<file path="src/sv/pasw_pkg.sv">
// shared constants, types and coefficient tables for the planar array steering weights block
package pasw_pkg;

  localparam int BEAMS     = 4;
  localparam int ANGLE_W   = 16;
  localparam int SPACING_W = 18;
  localparam int WEIGHT_W  = 16;
  localparam int ELEM_W    = 4;
  localparam int BEAM_W    = 2;
  localparam int CFG_IDX_W = 2;
  localparam int SUM_W     = 46;

  // configuration register indexes
  localparam logic [CFG_IDX_W-1:0] REG_HSPACE = 2'd0;
  localparam logic [CFG_IDX_W-1:0] REG_VSPACE = 2'd1;

  localparam logic [SPACING_W-1:0] HSPACE_RESET = 18'd113080;
  localparam logic [SPACING_W-1:0] VSPACE_RESET = 18'd115090;

  // angle to turns: round(|a| * 2^22 / 90), in four reciprocal steps
  localparam logic [7:0] ANGLE_DIV   = 8'd90;
  localparam logic [7:0] ANGLE_ROUND = 8'd45;
  localparam int         DIV_STEPS   = 4;

  localparam logic [32:0] TWO_PI_Q30 = 33'd6746518852;
  localparam logic [30:0] Q30_ONE    = 31'h4000_0000;
  localparam logic [29:0] EIGHTH     = 30'h2000_0000;

  // horner coefficient slots: sine first, then cosine
  localparam logic [3:0] SIN_FIRST = 4'd0;
  localparam logic [3:0] SIN_LAST  = 4'd4;
  localparam logic [3:0] COS_FIRST = 4'd5;
  localparam logic [3:0] COS_LAST  = 4'd10;

  localparam logic [31:0] RECIP_110 = 32'((64'd1 << 32) / 64'd110);
  localparam logic [31:0] RECIP_72  = 32'((64'd1 << 32) / 64'd72);
  localparam logic [31:0] RECIP_42  = 32'((64'd1 << 32) / 64'd42);
  localparam logic [31:0] RECIP_20  = 32'((64'd1 << 32) / 64'd20);
  localparam logic [31:0] RECIP_6   = 32'((64'd1 << 32) / 64'd6);
  localparam logic [31:0] RECIP_132 = 32'((64'd1 << 32) / 64'd132);
  localparam logic [31:0] RECIP_90  = 32'((64'd1 << 32) / 64'd90);
  localparam logic [31:0] RECIP_56  = 32'((64'd1 << 32) / 64'd56);
  localparam logic [31:0] RECIP_30  = 32'((64'd1 << 32) / 64'd30);
  localparam logic [31:0] RECIP_12  = 32'((64'd1 << 32) / 64'd12);
  localparam logic [31:0] RECIP_2   = 32'((64'd1 << 32) / 64'd2);

  typedef struct packed {
    logic signed [31:0] sin_v;
    logic signed [31:0] cos_v;
  } trig_res_t;

  // horner divisor per slot
  function automatic logic [7:0] poly_div(input logic [3:0] idx);
    logic [7:0] d;
    unique case (idx)
      4'd0:    d = 8'd110;
      4'd1:    d = 8'd72;
      4'd2:    d = 8'd42;
      4'd3:    d = 8'd20;
      4'd4:    d = 8'd6;
      4'd5:    d = 8'd132;
      4'd6:    d = 8'd90;
      4'd7:    d = 8'd56;
      4'd8:    d = 8'd30;
      4'd9:    d = 8'd12;
      4'd10:   d = 8'd2;
      default: d = 8'd1;
    endcase
    return d;
  endfunction

  // reciprocal 2^32/d per slot, floored
  function automatic logic [31:0] poly_recip(input logic [3:0] idx);
    logic [31:0] r;
    unique case (idx)
      4'd0:    r = RECIP_110;
      4'd1:    r = RECIP_72;
      4'd2:    r = RECIP_42;
      4'd3:    r = RECIP_20;
      4'd4:    r = RECIP_6;
      4'd5:    r = RECIP_132;
      4'd6:    r = RECIP_90;
      4'd7:    r = RECIP_56;
      4'd8:    r = RECIP_30;
      4'd9:    r = RECIP_12;
      4'd10:   r = RECIP_2;
      default: r = 32'hFFFF_FFFF;
    endcase
    return r;
  endfunction

  // stored angles after reset, in 1/256 degree
  function automatic logic [ANGLE_W-1:0] reset_az(input logic [BEAM_W-1:0] b);
    logic [ANGLE_W-1:0] v;
    unique case (b)
      2'd0:    v = 16'hFE00;
      2'd1:    v = 16'h0200;
      default: v = 16'h0000;
    endcase
    return v;
  endfunction

  function automatic logic [ANGLE_W-1:0] reset_el(input logic [BEAM_W-1:0] b);
    logic [ANGLE_W-1:0] v;
    unique case (b)
      2'd2:    v = 16'h0200;
      2'd3:    v = 16'hFE00;
      default: v = 16'h0000;
    endcase
    return v;
  endfunction

endpackage

</file>
<file path="src/sv/pasw_cell.sv">
// one element cell: forms its phase from the path terms and passes it down the chain
module pasw_cell
  import pasw_pkg::*;
#(
  parameter int YC = 0,
  parameter int ZC = 0
)
(
  input  logic             clk_i,
  input  logic             load_i,
  input  logic             shift_i,
  input  logic [SUM_W-1:0] a_i,
  input  logic [SUM_W-1:0] b_i,
  input  logic [31:0]      phase_i,
  output logic [31:0]      phase_o
);

  localparam logic [SUM_W-1:0] YC_V = SUM_W'(YC);
  localparam logic [SUM_W-1:0] ZC_V = SUM_W'(ZC);

  logic [SUM_W-1:0] sum, neg;
  logic [31:0]      phase_q;

  // path sum modulo 2^46, negated and floored to q32 turns
  assign sum = a_i * YC_V + b_i * ZC_V;
  assign neg = '0 - sum;

  always_ff @(posedge clk_i) begin
    if (load_i) begin
      phase_q <= neg[SUM_W-1:14];
    end else if (shift_i) begin
      phase_q <= phase_i;
    end
  end

  assign phase_o = phase_q;

endmodule

</file>
<file path="config.mk">
export PLATFORM = sky130hd
export DESIGN_NAME = pasw_cell
export DESIGN_NICKNAME = d
export VERILOG_FILES = /design/src/sv/pasw_pkg.sv /design/src/sv/pasw_cell.sv
export SDC_FILE = /design/constraint.sdc
export NUM_CORES = 1
export LEC_CHECK = 0
export BUFFER_PORTS_ARGS = -buffer_cell sky130_fd_sc_hd__buf_2
export CORE_MARGIN = 2
export CORE_UTILIZATION = 25
export DETAILED_ROUTE_END_ITERATION = 12
export PLACE_DENSITY = 0.67
export RECOVER_POWER = 100
export SLEW_MARGIN = 20
export SYNTH_ARGS = -nofsm -noshare
export SYNTH_HDL_FRONTEND = slang
export SYNTH_SLANG_ARGS = --single-unit
</file>
<file path="constraint.sdc">
create_clock -name clk_i -period 1.3 [get_ports clk_i]
set_clock_uncertainty 0.15 [all_clocks]
set_input_delay 0.13 -clock clk_i [delete_from_list [all_inputs] [get_ports clk_i]]
set_output_delay 0.13 -clock clk_i [all_outputs]
set_load 0.005 [all_outputs]
</file>
# After elaboration in Yosys (flattened, before gate mapping)

Index checks and enable logic that the tools add are counted.
Widths: inputs -> output; s select.

Register bits: 32
Input bits: 127
Output and inout port bits: 32
Word-level logic and storage cells: 1

# Longest topological paths before layout

Word-level depth: 0
Depth in mapped cells: 4
Mapped depth without buffers: 2

# Worst setup path before layout

OpenSTA, ideal clock, no wires.

Kind: input -> register
Start: input shift_i
End: register phase_q[0] (netlist: phase_o[0])
Setup time: 0.128 ns
Arrival time: 0.595 ns
Required time: 1.022 ns
Slack: 0.427 ns
Stages on the path: 4
Buffers on the path: 2
Cells stage by stage: buf_6 buf_12 mux2i_1 nor2_1

RTL lines:

| element              | line            | RTL |
|---|---|---|
| start, declared      | pasw_cell.sv:11 | `input logic shift_i,` |
| end signal, assigned | pasw_cell.sv:30 | `phase_q <= neg[SUM_W-1:14];` |
| end signal, assigned | pasw_cell.sv:32 | `phase_q <= phase_i;` |
| end, declared        | pasw_cell.sv:22 | `logic [31:0] phase_q;` |

# Worst setup path after layout

Start: register phase_q[29] (netlist: phase_o[29])
End: output phase_o[29]

RTL lines:

| element       | line            | RTL |
|---|---|---|
| end, declared | pasw_cell.sv:15 | `output logic [31:0] phase_o` |

No word-level cell between the ends.

==> impl_metrics.csv <==
group,metric,value,unit
status,outcome,"finished, final reports clean",
sta,rsz0062_at_grt,"no",
sta,post-route-min-period,1.05,ns
setup_path,r2r_cells,2,
setup_path,crit_slowest_cell,"dfxtp_1",
grt,grt_usage,12.4,%
clock_network,clock_latency,0.28,ns
sta,setup_viol,0,
layout,antenna_cells,0,
setup_path,r2r_start,"phase_o[28]",
clock_network,cts_tree,"done",
die,rows,24,
yosys,yosys.area.top_type_share,55.1,%
detailed_routing,vias,1076,
yosys,synth_nets,230,
detailed_routing,ant_nets,0,
setup_path,path_max_fanout,2,
setup_path,rrSetupSlack,0.48,ns
yosys,synthCells,103,
sta,slew_headroom,86.8,%
sta,worst_slew_pin_slew,0.192,ns
detailed_routing,drt-initial-drc-count,15,
clock_network,cts.sinks,32,
placement,port_buffers,66,
sta,timing.hold.ws,0.0926,ns
setup_path,path_cells,"clkbuf_1",
setup_path,arrival,0.77,ns
grt,grt_max_degree,33,
hold_path,worstHoldPathCells,3,
sta,max_freq,0.954,GHz
clock_network,cts.path.max_buffers,2,
run,maxCapViolCount,0,
clock_network,cts_htree_levels,2,
layout,syn_to_final_growth,64.8,%
sta,finalCritPeriodShare,80.6,%
yosys,seq_area_frac_synth,55.1,%
setup_path,cp-start-kind,"flop",
detailed_routing,vias_per_cell,4.20,
die,die_x,72.2,µm
hold_path,min-delay-path-class,"in -> reg",
grt,grt-ovfl-total,0,
detailed_routing,post-route-drc-count,0,
layout,largest_reg_flops,32,
die,die_h,72.2,µm
layout,final_net_count,330,
yosys,yosys.area.top_type,"dfxtp_1",
setup_path,timing.rr.end,"phase_o[28]",
yosys,post_synth.cell_area_avg,11.3,µm²
grt,grt_antenna_before_repair,0,
setup_path,criticalPathCategory,"reg -> out",
yosys,ys_ff_latch,32,
setup_path,critPathCaptureType,"primary output",
layout,fillers,413,
detailed_routing,drt-total-wl,3070,µm
detailed_routing,wl_per_cell,12.0,µm
setup_path,cpPeakStageDelay,0.35,ns
yosys,yosys-top-cells-area,"dfxtp_1 55%, mux2i_1 28%, nor2_1 10%",
sta,final-hold-violation-count,0,
clock_network,clk_pin_slew_worst_paths,0.07,ns
setup_path,crit_family,"flip-flops",
die,initial_core_util,26.4,%
yosys,synth_area,1160,µm²
die,core_area,4410,µm²
sta,finalSetupTns,0,ns
pwr,p_leak,0.935,nW
grt,grt_pass1_wl,4920,µm
setup_path,crit_required,1.02,ns
die,die_area,5220,µm²
pwr,power_density,1210,nW/µm²
clock_network,clock_tree.root_cell,"clkbuf_8",
yosys,ys_types,6,
grt,grt_pass1_vias,1102,
clock_network,cts_buffers,5,
yosys,yosys_warnings,0,
pwr,vdd_drop_max,0.000393,V
die,num_io_pins,159,
hold_path,min_to,"phase_o[20]",
layout,layout-drive-gt1-share,26.5,%
detailed_routing,first_pass_iters,4,
sta,slew_viol_final,0,
placement,gp_congestion,0.646,
hold_path,hp-start,"load_i",
setup_path,critPathBufInv,1,
area by class of cell:
type | count | area, µm² | area share [%]
Clock buffer | 6 | 72.6 | 3.78
Clock inverter | 2 | 35.0 | 1.83
Multi-Input combinational cell | 64 | 440 | 23.0
Sequential cell | 32 | 641 | 33.4
Tap cell | 52 | 65.1 | 3.39
Timing Repair Buffer | 100 | 664 | 34.6
power breakdown:
group / internal, mW / switching [mW] / total [mW]
logic: 0.195 / 0.130 / 0.325
registers: 1.04 / 0.0294 / 1.07
clock network: 0.568 / 0.356 / 0.924
cell families (layout without fill, tap and decap cells):
logic type,Yosys count,count (layout),share of synthesized area [%]
multiplexers,32,32,27.5
flip-flops,32,32,55.1
AND/OR/NAND/NOR,32,32,10.3
buffers and inverters,7,108,7.10
stage by stage:
step	area, µm²	util [%]	cells	power, mW	setup slack [ns]
2_1_floorplan	1160	-	103	1.23	0.427
3_3_place_gp	1520	34.4	216	1.34	0.287
3_5_place_dp	1520	34.4	216	1.34	0.265
4_1_cts	1940	44.0	256	2.36	0.273
5_1_grt	1920	43.5	256	2.43	0.204
6_report	1920	43.5	256	2.32	0.252
cell usage in the layout, fill, tap and decap left out:
cell           netlist  final
buf_12               3      2
dlygate4sd3_1        0     32
nor2_1              32     32
mux2i_1             32     32
bufinv_16            0      1
dfxtp_1             32     32
clkbuf_1             3     22
buf_2                0     45
clkbuf_8             0      5
clkinv_2             0      1
cell usage after synthesis:
cell type	count
mux2i_1	32
buf_6	1
dfxtp_1	32
nor2_1	32
clkbuf_1	3
buf_12	3
worst max path at each step:
stage | start | endpoint | slack (ns) | cells past startpoint
CTS | phase_o[22] | phase_o[22] | 0.27 | 1
floorplan | shift_i | phase_o[0] | 0.43 | 4
global placement | shift_i | phase_o[8] | 0.29 | 4
detailed placement | shift_i | phase_o[6] | 0.26 | 4
global route | phase_o[29] | phase_o[29] | 0.20 | 1
finish | phase_o[29] | phase_o[29] | 0.25 | 1
layer usage:
metal	up-vias	global-route usage [%]	part of all wire, %
li1	538	-	-
met1	469	13.4	43
met2	63	21.5	45
met3	6	4.86	10
met4	0	5.03	1.5
met5	-	0	0
what timing repair did:
| action | 4_1_cts | 5_1_grt |
|---|---|---|
| endpoints found under the setup margin | 0 | 0 |
| hold buffers | 32 | 0 |
| hold endpoints to repair | 32 | 0 |
| buffers inserted | 0 | 0 |
| gates resized for setup | 0 | 0 |
Power figures use the tool's default switching activity.
