--- src/sv/pasw_pkg.sv ---
// shared constants, types and coefficient tables for the planar array steering weights block
package pasw_pkg;

  localparam int BEAMS     = 4;
  localparam int ANGLE_W   = 16;
  localparam int SPACING_W = 18;
  localparam int WEIGHT_W  = 16;
  localparam int ELEM_W    = 4;
  localparam int BEAM_W    = 2;
  localparam int CFG_IDX_W = 2;
  localparam int SUM_W     = 46;

  // configuration register indexes
  localparam logic [CFG_IDX_W-1:0] REG_HSPACE = 2'd0;
  localparam logic [CFG_IDX_W-1:0] REG_VSPACE = 2'd1;

  localparam logic [SPACING_W-1:0] HSPACE_RESET = 18'd113080;
  localparam logic [SPACING_W-1:0] VSPACE_RESET = 18'd115090;

  // angle to turns: round(|a| * 2^22 / 90), in four reciprocal steps
  localparam logic [7:0] ANGLE_DIV   = 8'd90;
  localparam logic [7:0] ANGLE_ROUND = 8'd45;
  localparam int         DIV_STEPS   = 4;

  localparam logic [32:0] TWO_PI_Q30 = 33'd6746518852;
  localparam logic [30:0] Q30_ONE    = 31'h4000_0000;
  localparam logic [29:0] EIGHTH     = 30'h2000_0000;

  // horner coefficient slots: sine first, then cosine
  localparam logic [3:0] SIN_FIRST = 4'd0;
  localparam logic [3:0] SIN_LAST  = 4'd4;
  localparam logic [3:0] COS_FIRST = 4'd5;
  localparam logic [3:0] COS_LAST  = 4'd10;

  localparam logic [31:0] RECIP_110 = 32'((64'd1 << 32) / 64'd110);
  localparam logic [31:0] RECIP_72  = 32'((64'd1 << 32) / 64'd72);
  localparam logic [31:0] RECIP_42  = 32'((64'd1 << 32) / 64'd42);
  localparam logic [31:0] RECIP_20  = 32'((64'd1 << 32) / 64'd20);
  localparam logic [31:0] RECIP_6   = 32'((64'd1 << 32) / 64'd6);
  localparam logic [31:0] RECIP_132 = 32'((64'd1 << 32) / 64'd132);
  localparam logic [31:0] RECIP_90  = 32'((64'd1 << 32) / 64'd90);
  localparam logic [31:0] RECIP_56  = 32'((64'd1 << 32) / 64'd56);
  localparam logic [31:0] RECIP_30  = 32'((64'd1 << 32) / 64'd30);
  localparam logic [31:0] RECIP_12  = 32'((64'd1 << 32) / 64'd12);
  localparam logic [31:0] RECIP_2   = 32'((64'd1 << 32) / 64'd2);

  typedef struct packed {
    logic signed [31:0] sin_v;
    logic signed [31:0] cos_v;
  } trig_res_t;

  // horner divisor per slot
  function automatic logic [7:0] poly_div(input logic [3:0] idx);
    logic [7:0] d;
    unique case (idx)
      4'd0:    d = 8'd110;
      4'd1:    d = 8'd72;
      4'd2:    d = 8'd42;
      4'd3:    d = 8'd20;
      4'd4:    d = 8'd6;
      4'd5:    d = 8'd132;
      4'd6:    d = 8'd90;
      4'd7:    d = 8'd56;
      4'd8:    d = 8'd30;
      4'd9:    d = 8'd12;
      4'd10:   d = 8'd2;
      default: d = 8'd1;
    endcase
    return d;
  endfunction

  // reciprocal 2^32/d per slot, floored
  function automatic logic [31:0] poly_recip(input logic [3:0] idx);
    logic [31:0] r;
    unique case (idx)
      4'd0:    r = RECIP_110;
      4'd1:    r = RECIP_72;
      4'd2:    r = RECIP_42;
      4'd3:    r = RECIP_20;
      4'd4:    r = RECIP_6;
      4'd5:    r = RECIP_132;
      4'd6:    r = RECIP_90;
      4'd7:    r = RECIP_56;
      4'd8:    r = RECIP_30;
      4'd9:    r = RECIP_12;
      4'd10:   r = RECIP_2;
      default: r = 32'hFFFF_FFFF;
    endcase
    return r;
  endfunction

  // stored angles after reset, in 1/256 degree
  function automatic logic [ANGLE_W-1:0] reset_az(input logic [BEAM_W-1:0] b);
    logic [ANGLE_W-1:0] v;
    unique case (b)
      2'd0:    v = 16'hFE00;
      2'd1:    v = 16'h0200;
      default: v = 16'h0000;
    endcase
    return v;
  endfunction

  function automatic logic [ANGLE_W-1:0] reset_el(input logic [BEAM_W-1:0] b);
    logic [ANGLE_W-1:0] v;
    unique case (b)
      2'd2:    v = 16'h0200;
      2'd3:    v = 16'hFE00;
      default: v = 16'h0000;
    endcase
    return v;
  endfunction

endpackage

--- src/sv/pasw_trig.sv ---
// iterative sine and cosine of a q32 turn, one shared multiplier, horner series
module pasw_trig
  import pasw_pkg::*;
(
  input  logic        clk_i,
  input  logic        rst_ni,
  input  logic        start_i,
  input  logic [31:0] phase_i,
  output logic        done_o,
  output trig_res_t   res_o
);

  localparam logic [3:0] T_IDLE = 4'd0;
  localparam logic [3:0] T_TH   = 4'd1;
  localparam logic [3:0] T_T    = 4'd2;
  localparam logic [3:0] T_REC  = 4'd3;
  localparam logic [3:0] T_COR  = 4'd4;
  localparam logic [3:0] T_MT   = 4'd5;
  localparam logic [3:0] T_MS   = 4'd6;
  localparam logic [3:0] T_SV   = 4'd7;

  logic [3:0]  st_q, st_d;
  logic [3:0]  idx_q, idx_d;
  logic        done_q, done_d;
  logic [1:0]  quad_q;
  logic        swap_q;
  logic [29:0] th_q, t_q;
  logic [30:0] acc_q, m_q, s_q;
  logic [63:0] prod_q, prod_n;
  trig_res_t   res_q, res_n;

  logic [29:0] x_in, xf;
  logic        fold;
  logic [31:0] mul_a;
  logic [32:0] mul_b;
  logic [30:0] mval;
  logic [31:0] q_est, qd, rem, qq;
  logic [7:0]  dsel;
  logic [30:0] acc_n, a_v, b_v;
  logic signed [31:0] sa, sb;

  // octant fold
  assign x_in = phase_i[29:0];
  assign fold = x_in > EIGHTH;
  assign xf   = fold ? 30'({1'b0, Q30_ONE} - {2'b0, x_in}) : x_in;

  // reciprocal quotient with one correction step
  assign q_est = prod_q[63:32];
  assign dsel  = poly_div(idx_q);
  assign qd    = q_est * {24'b0, dsel};
  assign rem   = {1'b0, m_q} - qd;
  assign qq    = q_est + {31'b0, (rem >= {24'b0, dsel})};
  assign acc_n = 31'({1'b0, Q30_ONE} - qq);

  // quadrant mapping of the finished pair
  assign a_v = swap_q ? acc_n : s_q;
  assign b_v = swap_q ? s_q : acc_n;
  assign sa  = signed'({1'b0, a_v});
  assign sb  = signed'({1'b0, b_v});

  always_comb begin
    unique case (quad_q)
      2'd0: begin
        res_n.sin_v = sa;
        res_n.cos_v = sb;
      end
      2'd1: begin
        res_n.sin_v = sb;
        res_n.cos_v = -sa;
      end
      2'd2: begin
        res_n.sin_v = -sa;
        res_n.cos_v = -sb;
      end
      default: begin
        res_n.sin_v = -sb;
        res_n.cos_v = sa;
      end
    endcase
  end

  // sequencer and multiplier operand select
  always_comb begin
    st_d   = st_q;
    idx_d  = idx_q;
    done_d = 1'b0;
    mul_a  = '0;
    mul_b  = '0;
    mval   = '0;
    unique case (st_q)
      T_IDLE: begin
        mul_a = {2'b0, xf};
        mul_b = TWO_PI_Q30;
        if (start_i) begin
          st_d = T_TH;
        end
      end
      T_TH: begin
        mul_a = {2'b0, prod_q[61:32]};
        mul_b = {3'b0, prod_q[61:32]};
        st_d  = T_T;
      end
      T_T: begin
        mval  = {1'b0, prod_q[59:30]};
        mul_a = {1'b0, mval};
        mul_b = {1'b0, poly_recip(SIN_FIRST)};
        idx_d = SIN_FIRST;
        st_d  = T_COR;
      end
      T_REC: begin
        mval  = prod_q[60:30];
        mul_a = {1'b0, mval};
        mul_b = {1'b0, poly_recip(idx_q)};
        st_d  = T_COR;
      end
      T_COR: begin
        if (idx_q == SIN_LAST) begin
          st_d = T_MS;
        end else if (idx_q == COS_LAST) begin
          st_d   = T_IDLE;
          done_d = 1'b1;
        end else begin
          st_d = T_MT;
        end
      end
      T_MT: begin
        mul_a = {2'b0, t_q};
        mul_b = {2'b0, acc_q};
        idx_d = idx_q + 4'd1;
        st_d  = T_REC;
      end
      T_MS: begin
        mul_a = {2'b0, th_q};
        mul_b = {2'b0, acc_q};
        st_d  = T_SV;
      end
      T_SV: begin
        mval  = {1'b0, t_q};
        mul_a = {1'b0, mval};
        mul_b = {1'b0, poly_recip(COS_FIRST)};
        idx_d = COS_FIRST;
        st_d  = T_COR;
      end
      default: begin
        st_d = T_IDLE;
      end
    endcase
  end

  assign prod_n = {32'b0, mul_a} * {31'b0, mul_b};

  // control state
  always_ff @(posedge clk_i or negedge rst_ni) begin
    if (!rst_ni) begin
      st_q   <= T_IDLE;
      idx_q  <= SIN_FIRST;
      done_q <= 1'b0;
    end else begin
      st_q   <= st_d;
      idx_q  <= idx_d;
      done_q <= done_d;
    end
  end

  // datapath registers
  always_ff @(posedge clk_i) begin
    prod_q <= prod_n;
    m_q    <= mval;
    if (st_q == T_IDLE && start_i) begin
      quad_q <= phase_i[31:30];
      swap_q <= fold;
    end
    if (st_q == T_TH) begin
      th_q <= prod_q[61:32];
    end
    if (st_q == T_T) begin
      t_q <= prod_q[59:30];
    end
    if (st_q == T_SV) begin
      s_q <= prod_q[60:30];
    end
    if (st_q == T_COR) begin
      acc_q <= acc_n;
      if (idx_q == COS_LAST) begin
        res_q <= res_n;
      end
    end
  end

  assign done_o = done_q;
  assign res_o  = res_q;

endmodule

--- config.mk ---
export PLATFORM = sky130hd
export DESIGN_NAME = pasw_trig
export DESIGN_NICKNAME = d
export VERILOG_FILES = /design/src/sv/pasw_pkg.sv /design/src/sv/pasw_trig.sv
export SDC_FILE = /design/constraint.sdc
export NUM_CORES = 2
export LEC_CHECK = 0
export ABC_AREA = 1
export BUFFER_PORTS_ARGS = -buffer_cell sky130_fd_sc_hd__buf_4
export CORE_ASPECT_RATIO = 0.6
export CORE_UTILIZATION = 30
export DETAILED_ROUTE_END_ITERATION = 16
export PLACE_DENSITY = 0.44
export SYNTH_ARGS = -nofsm -noshare
export SYNTH_HDL_FRONTEND = slang
export SYNTH_SLANG_ARGS = --single-unit
export TNS_END_PERCENT = 20
--- constraint.sdc ---
create_clock -name clk_i -period 11.3 [get_ports clk_i]
set_input_delay 1.13 -clock clk_i [delete_from_list [all_inputs] [get_ports clk_i]]
set_output_delay 1.13 -clock clk_i [all_outputs]
set_load 0.01 [all_outputs]
# Word level (Yosys, flattened, before mapping)
# Memory sizes are Yosys's and may differ from the RTL's.
# Index checks and enable logic that the tools add are counted.
# classes
muxes,15
add_sub_neg,7
n_lt_le_gt_ge,2
multipliers,2
n_eq_ne,12
n_reduce_logical,8
# ops
cell,n
case mux 33 bit (6 select lines),1
case mux 64 bit (3 select lines),1
case mux 31 bit (6 select lines),1
case mux 31 bit (3 select lines),1
multiplier 32 x 33 -> 64 bit,1
negator 31 -> 32 bit,2
two-way mux 31 bit,2
greater-or-equal comparator 32 x 8 -> 1 bit,1
multiplier 32 x 8 -> 32 bit,1
subtractor 31 x 32 -> 32 bit,1
adder 31 x 1 -> 31 bit,1
"subtractor 31 bit, first input constant",1
"> comparator 30 bit, second input constant",1
two-way mux 30 bit,1
"subtractor 1 x 30 -> 30 bit, first input constant",1
case mux 4 bit (6 select lines),1
"== test 4 x 3 -> 1 bit, second input constant",5
case mux 4 bit (3 select lines),1
"== test 4 x 2 -> 1 bit, second input constant",2
two-way mux 3 bit,2
"adder 4 x 1 -> 4 bit, second input constant",1
"== test 4 x 1 -> 1 bit, second input constant",1
"== test 4 bit, second input constant",1
zero test 4 bit,1
other kinds (11),14
# totals
romBits,640
inputBits,35
ff_bits,293
wordCells,61
mem_count,2
# mem_list
memory,depth,word_bits,rd,rd_ports_with_merged_regs,wr,line_no,rtl
(name not given),16,32,1,0,0,pasw_pkg.sv:75,unique case (idx)
(name not given),16,8,1,0,0,pasw_pkg.sv:55,unique case (idx)

# Longest topological paths before layout
# An unclocked memory read counts as a cell.
# depth
ltp_word,9
depth_mapped,61
ltp_nobuf,60

# Least setup slack after synthesis
# No wires, ideal clock.
# synth_path
kind,input to register
from,input phase_i[0]
to,register prod_q[58]
arrival_ns,8.544
path_slack_ns,2.643
t_required_ns,11.188
cell_stages,41
setup_ns,0.112
cell_sequence,inv_1 > ha_1 > nand2_1 > nor2_1 > nand2_1 > nor2_1 > nand2_1 > nand2_1 > inv_1 > buf_2 > nand2_1 > a21oi_1 > o21ai_0 > nand2_1 > clkbuf_1 > nand2_1 > fa_1 > inv_1 > [... 5 more ...] > inv_1 > fa_1 > fa_1 > inv_1 > fa_1 > inv_1 > fa_1 > inv_1 > ha_1 > a21oi_1 > o21a_1 > inv_1 > a21oi_1 > o21ai_0 > a221oi_1 > nand2_1 > nand2_1 > nand2_1
# synth_via
elab_chain_len,4
# synth_lines
element,line_no,rtl
start: declaration,pasw_trig.sv:8,"input logic [31:0] phase_i,"
subtractor 1 x 30 -> 30 bit / > comparator 30 bit (equally long branches),"pasw_trig.sv:45, pasw_trig.sv:44",
two-way mux 30 bit (*),pasw_trig.sv:45,"assign xf = fold ? 30'({1'b0, Q30_ONE} - {2'b0, x_in}) : x_in;"
case mux 31 bit (6 select lines) (*),pasw_trig.sv:90,unique case (st_q)
multiplier 32 x 33 -> 64 bit (*),pasw_trig.sv:150,"assign prod_n = {32'b0, mul_a} * {31'b0, mul_b};"
named net prod_n[58],pasw_trig.sv:29,"logic [63:0] prod_q, prod_n;"
end signal: assignment,pasw_trig.sv:167,prod_q <= prod_n;
end: declaration,pasw_trig.sv:29,
# The timed path passes the listed nets; every way through them passes the cells marked *.
# A chain may end at the register's enable or synchronous reset.

==> results.py <==
metrics = {
    "run_status": {
        "status": "finished clean",
    },
    "timing": {
        "fmaxAchievable_mhz": 94.1,
        "period_share_pct": 94.1,
        "hold_slack_ps": 358,
        "hold_viol": 0,
        "relSlewSlack_pct": 1.88,
        "period_minus_slack_ps": 10630,
        "finClkSkew_ps": 26.5,
        "slew_viol_final": 0,
        "worst_slew_pin_slew_ps": 1460,
        "fin_setup_tns_ps": 0,
        "final-setup-viol-count": 0,
        "rsz0062_at_grt": "false",
    },
    "floorplanning": {
        "die_w_um": 566,
        "num_rows": 123,
        "die_h_um": 340,
        "start_util_pct": 30.4,
        "die_area_sq_um": 193000,
        "io_pins": 100,
        "core-area_sq_um": 189000,
    },
    "setup_path": {
        "endpoint_kind": "register",
        "setup.worst_path.start_class": "register",
        "cp_top_family": "simple AND/OR/NAND/NOR gates",
        "path_class": "register to register",
        "crit_required_ps": 11710,
        "path_max_fanout": 20,
        "critPathMaxStageDelay_ps": 550,
        "worst_ep_arrival_time_ps": 11040,
        "cpMaxStageDelayCell": "fa_1",
        "cp_num_buf_inv": 14,
    },
    "logic_synthesis": {
        "syn_area_per_cell_sq_um": 7.78,
        "netlist_area_sq_um": 57300,
        "yosys-top-cells-area": "fa_1, nand2_1, inv_1, edfxtp_1, ha_1",
        "yosys_register_bits": 262,
        "synth_top_area_share_pct": 37.7,
        "yosysMostFrequentCell": "nand2_1",
        "yosysWarnings": 0,
        "synthArstFlopShare_pct": 3.05,
        "synth.yosys.seq_area_share_pct": 12.5,
        "synth-main-ff-cell": "edfxtp_1",
        "netlist_top_cells_count": "nand2_1, inv_1, fa_1",
        "synth-edff-count": 189,
        "yosysTopAreaCell": "fa_1",
        "synth_nets": 8827,
        "synth_cells": 7363,
        "synth_cell_type_count": 59,
    },
    "route": {
        "drc_errors": 0,
        "post_drt_wl_per_cell_um": 25.6,
        "postRouteWirelength_mm": 260,
        "dr_total_vias": 51376,
        "drtPass1Iterations": 6,
        "ant_nets": 0,
        "drt_iter0_drc": 5924,
        "via_per_inst": 5.05,
    },
    "placed_design": {
        "hpwl_mm": 222,
        "port_buffers": 99,
        "dpl.cell_count": 10121,
        "gp_congestion": 0.984,
    },
    "clock_network": {
        "root_buffer": "clkbuf_16",
        "htree_levels": 1,
        "cts_tree": "done",
        "cts_made_buffers": 30,
        "cts_max_path_buffers": 3,
        "clk_latency_ps": 650,
        "cts.sinks": 262,
        "postCtsSetupRepairBufs": 0,
        "cts_resized": 0,
        "clk_pin_slew_ps": 80,
        "hold_buffers": 0,
    },
    "layout": {
        "nets": 9117,
        "layout-area-overhead-vs-synth_pct": 12.2,
        "stdcell_count": 10178,
        "final_layout_size_suffix_gt1_share_pct": 8.71,
    },
    "worst_hold_path": {
        "min_path_type": "input port to asynchronous set/reset pin",
    },
    "grt": {
        "track_usage_pct": 26.8,
        "grt-ovfl-total": 0,
        "grt_pass1_vias": 49936,
        "grt_pass1_wl_mm": 370,
        "grt_antenna_before_repair": 22,
        "grt_max_degree": 65,
    },
    "run": {
        "maxCapViolations": 0,
    },
}
==> per-layer routing <==
metal / global-route usage, % / vias to the layer above / wire length, um
met4: 2.97 / 12 / 3020
met5: 0.775 / - / 299
li1: - / 22660 / -
met2: 31.0 / 2476 / 86400
met1: 45.0 / 26062 / 136000
met3: 10.1 / 166 / 34500
==> worst register-to-register path: cells and delay by family, from the launching register on <==
| kind | cells | cell delay [ps] |
|---|---|---|
| compound gates | 6 | 1300 |
| xor+xnor | 1 | 240 |
| fa+ha+maj | 9 | 3280 |
| buf+inv | 14 | 1740 |
| flops | 1 | 450 |
| simple gates | 22 | 3400 |
==> flip-flops by register name (all words and copies together), names as in the netlist, 2 cells and up <==
register / flops
acc_q: 31
idx_q: 4
m_q: 31
prod_q: 34
quad_q: 2
res_o: 64
s_q: 31
st_q: 3
t_q: 30
th_q: 30
==> final cells by class <==
| type | instances | area [sq um] |
|---|---|---|
| antenna | 1 | 2.50 |
| clock inverter | 16 | 160 |
| sequential | 262 | 7180 |
| timing repair buffer | 510 | 3920 |
| fill | 20251 | 124000 |
| clock buffer | 40 | 830 |
| inverter | 1734 | 6510 |
| multi-input combinational | 5115 | 42500 |
| tap | 2500 | 3130 |
==> worst paths after layout <==
kind	start	endpoint	slack [ps]	cells after the start
worst min register to register	t_q[26]	m_q[26]	530	2
max in group asynchronous	rst_ni	idx_q[1]	10710	1
worst max register to register	idx_q[1]	res_o[53]	670	52
min in group clk_i	t_q[26]	m_q[26]	530	2
worst max-delay path	idx_q[1]	res_o[53]	670	52
worst min-delay path	rst_ni	st_q[1]	360	1
==> cells by family (layout without fill, tap and decap cells) <==
kind of cell | Yosys count | after routing | share of synthesized area [%]
adder cells (fa/ha/maj) | 1429 | 1429 | 45.4
other | 1 | 2 | 0.00655
buffers and inverters | 1986 | 2300 | 13.3
AND/OR/NAND/NOR | 2985 | 2985 | 21.3
flip-flops | 262 | 262 | 12.5
XOR/XNOR | 84 | 84 | 1.28
AO/OA/AOI/OAI | 613 | 613 | 6.19
multiplexers | 3 | 3 | 0.0524
==> per-stage QoR <==
step,area [sq um],utilization (%),setup WS [ps]
global route,64200,34.1,74.1
detailed placement,63200,33.5,433
CTS,64200,34.1,881
finish,64200,34.1,669
global placement,63200,33.5,416
floorplan,57300,-,2640
==> placed cells by master (no fill, tap or decap), types with 21 or more instances in the layout <==
cell type / Yosys / routed
nand3_1: 211 / 211
o22ai_1: 44 / 43
xnor2_1: 24 / 24
nor2_1: 694 / 690
nand4_1: 99 / 99
a21oi_1: 210 / 208
o21ai_0: 189 / 188
nor3_1: 40 / 39
dfxtp_1: 65 / 65
o21ai_1: 24 / 25
clkinv_1: 28 / 30
o21a_1: 26 / 26
xor2_1: 60 / 60
buf_4: 1 / 503
fa_1: 1078 / 1078
ha_1: 351 / 351
clkbuf_16: 0 / 31
edfxtp_1: 189 / 189
inv_1: 1688 / 1688
nand2_2: 21 / 21
nand2_1: 1831 / 1831
Power is not shown: default switching activity piles up to over one toggle a cycle in this logic, so the estimate is an artifact.
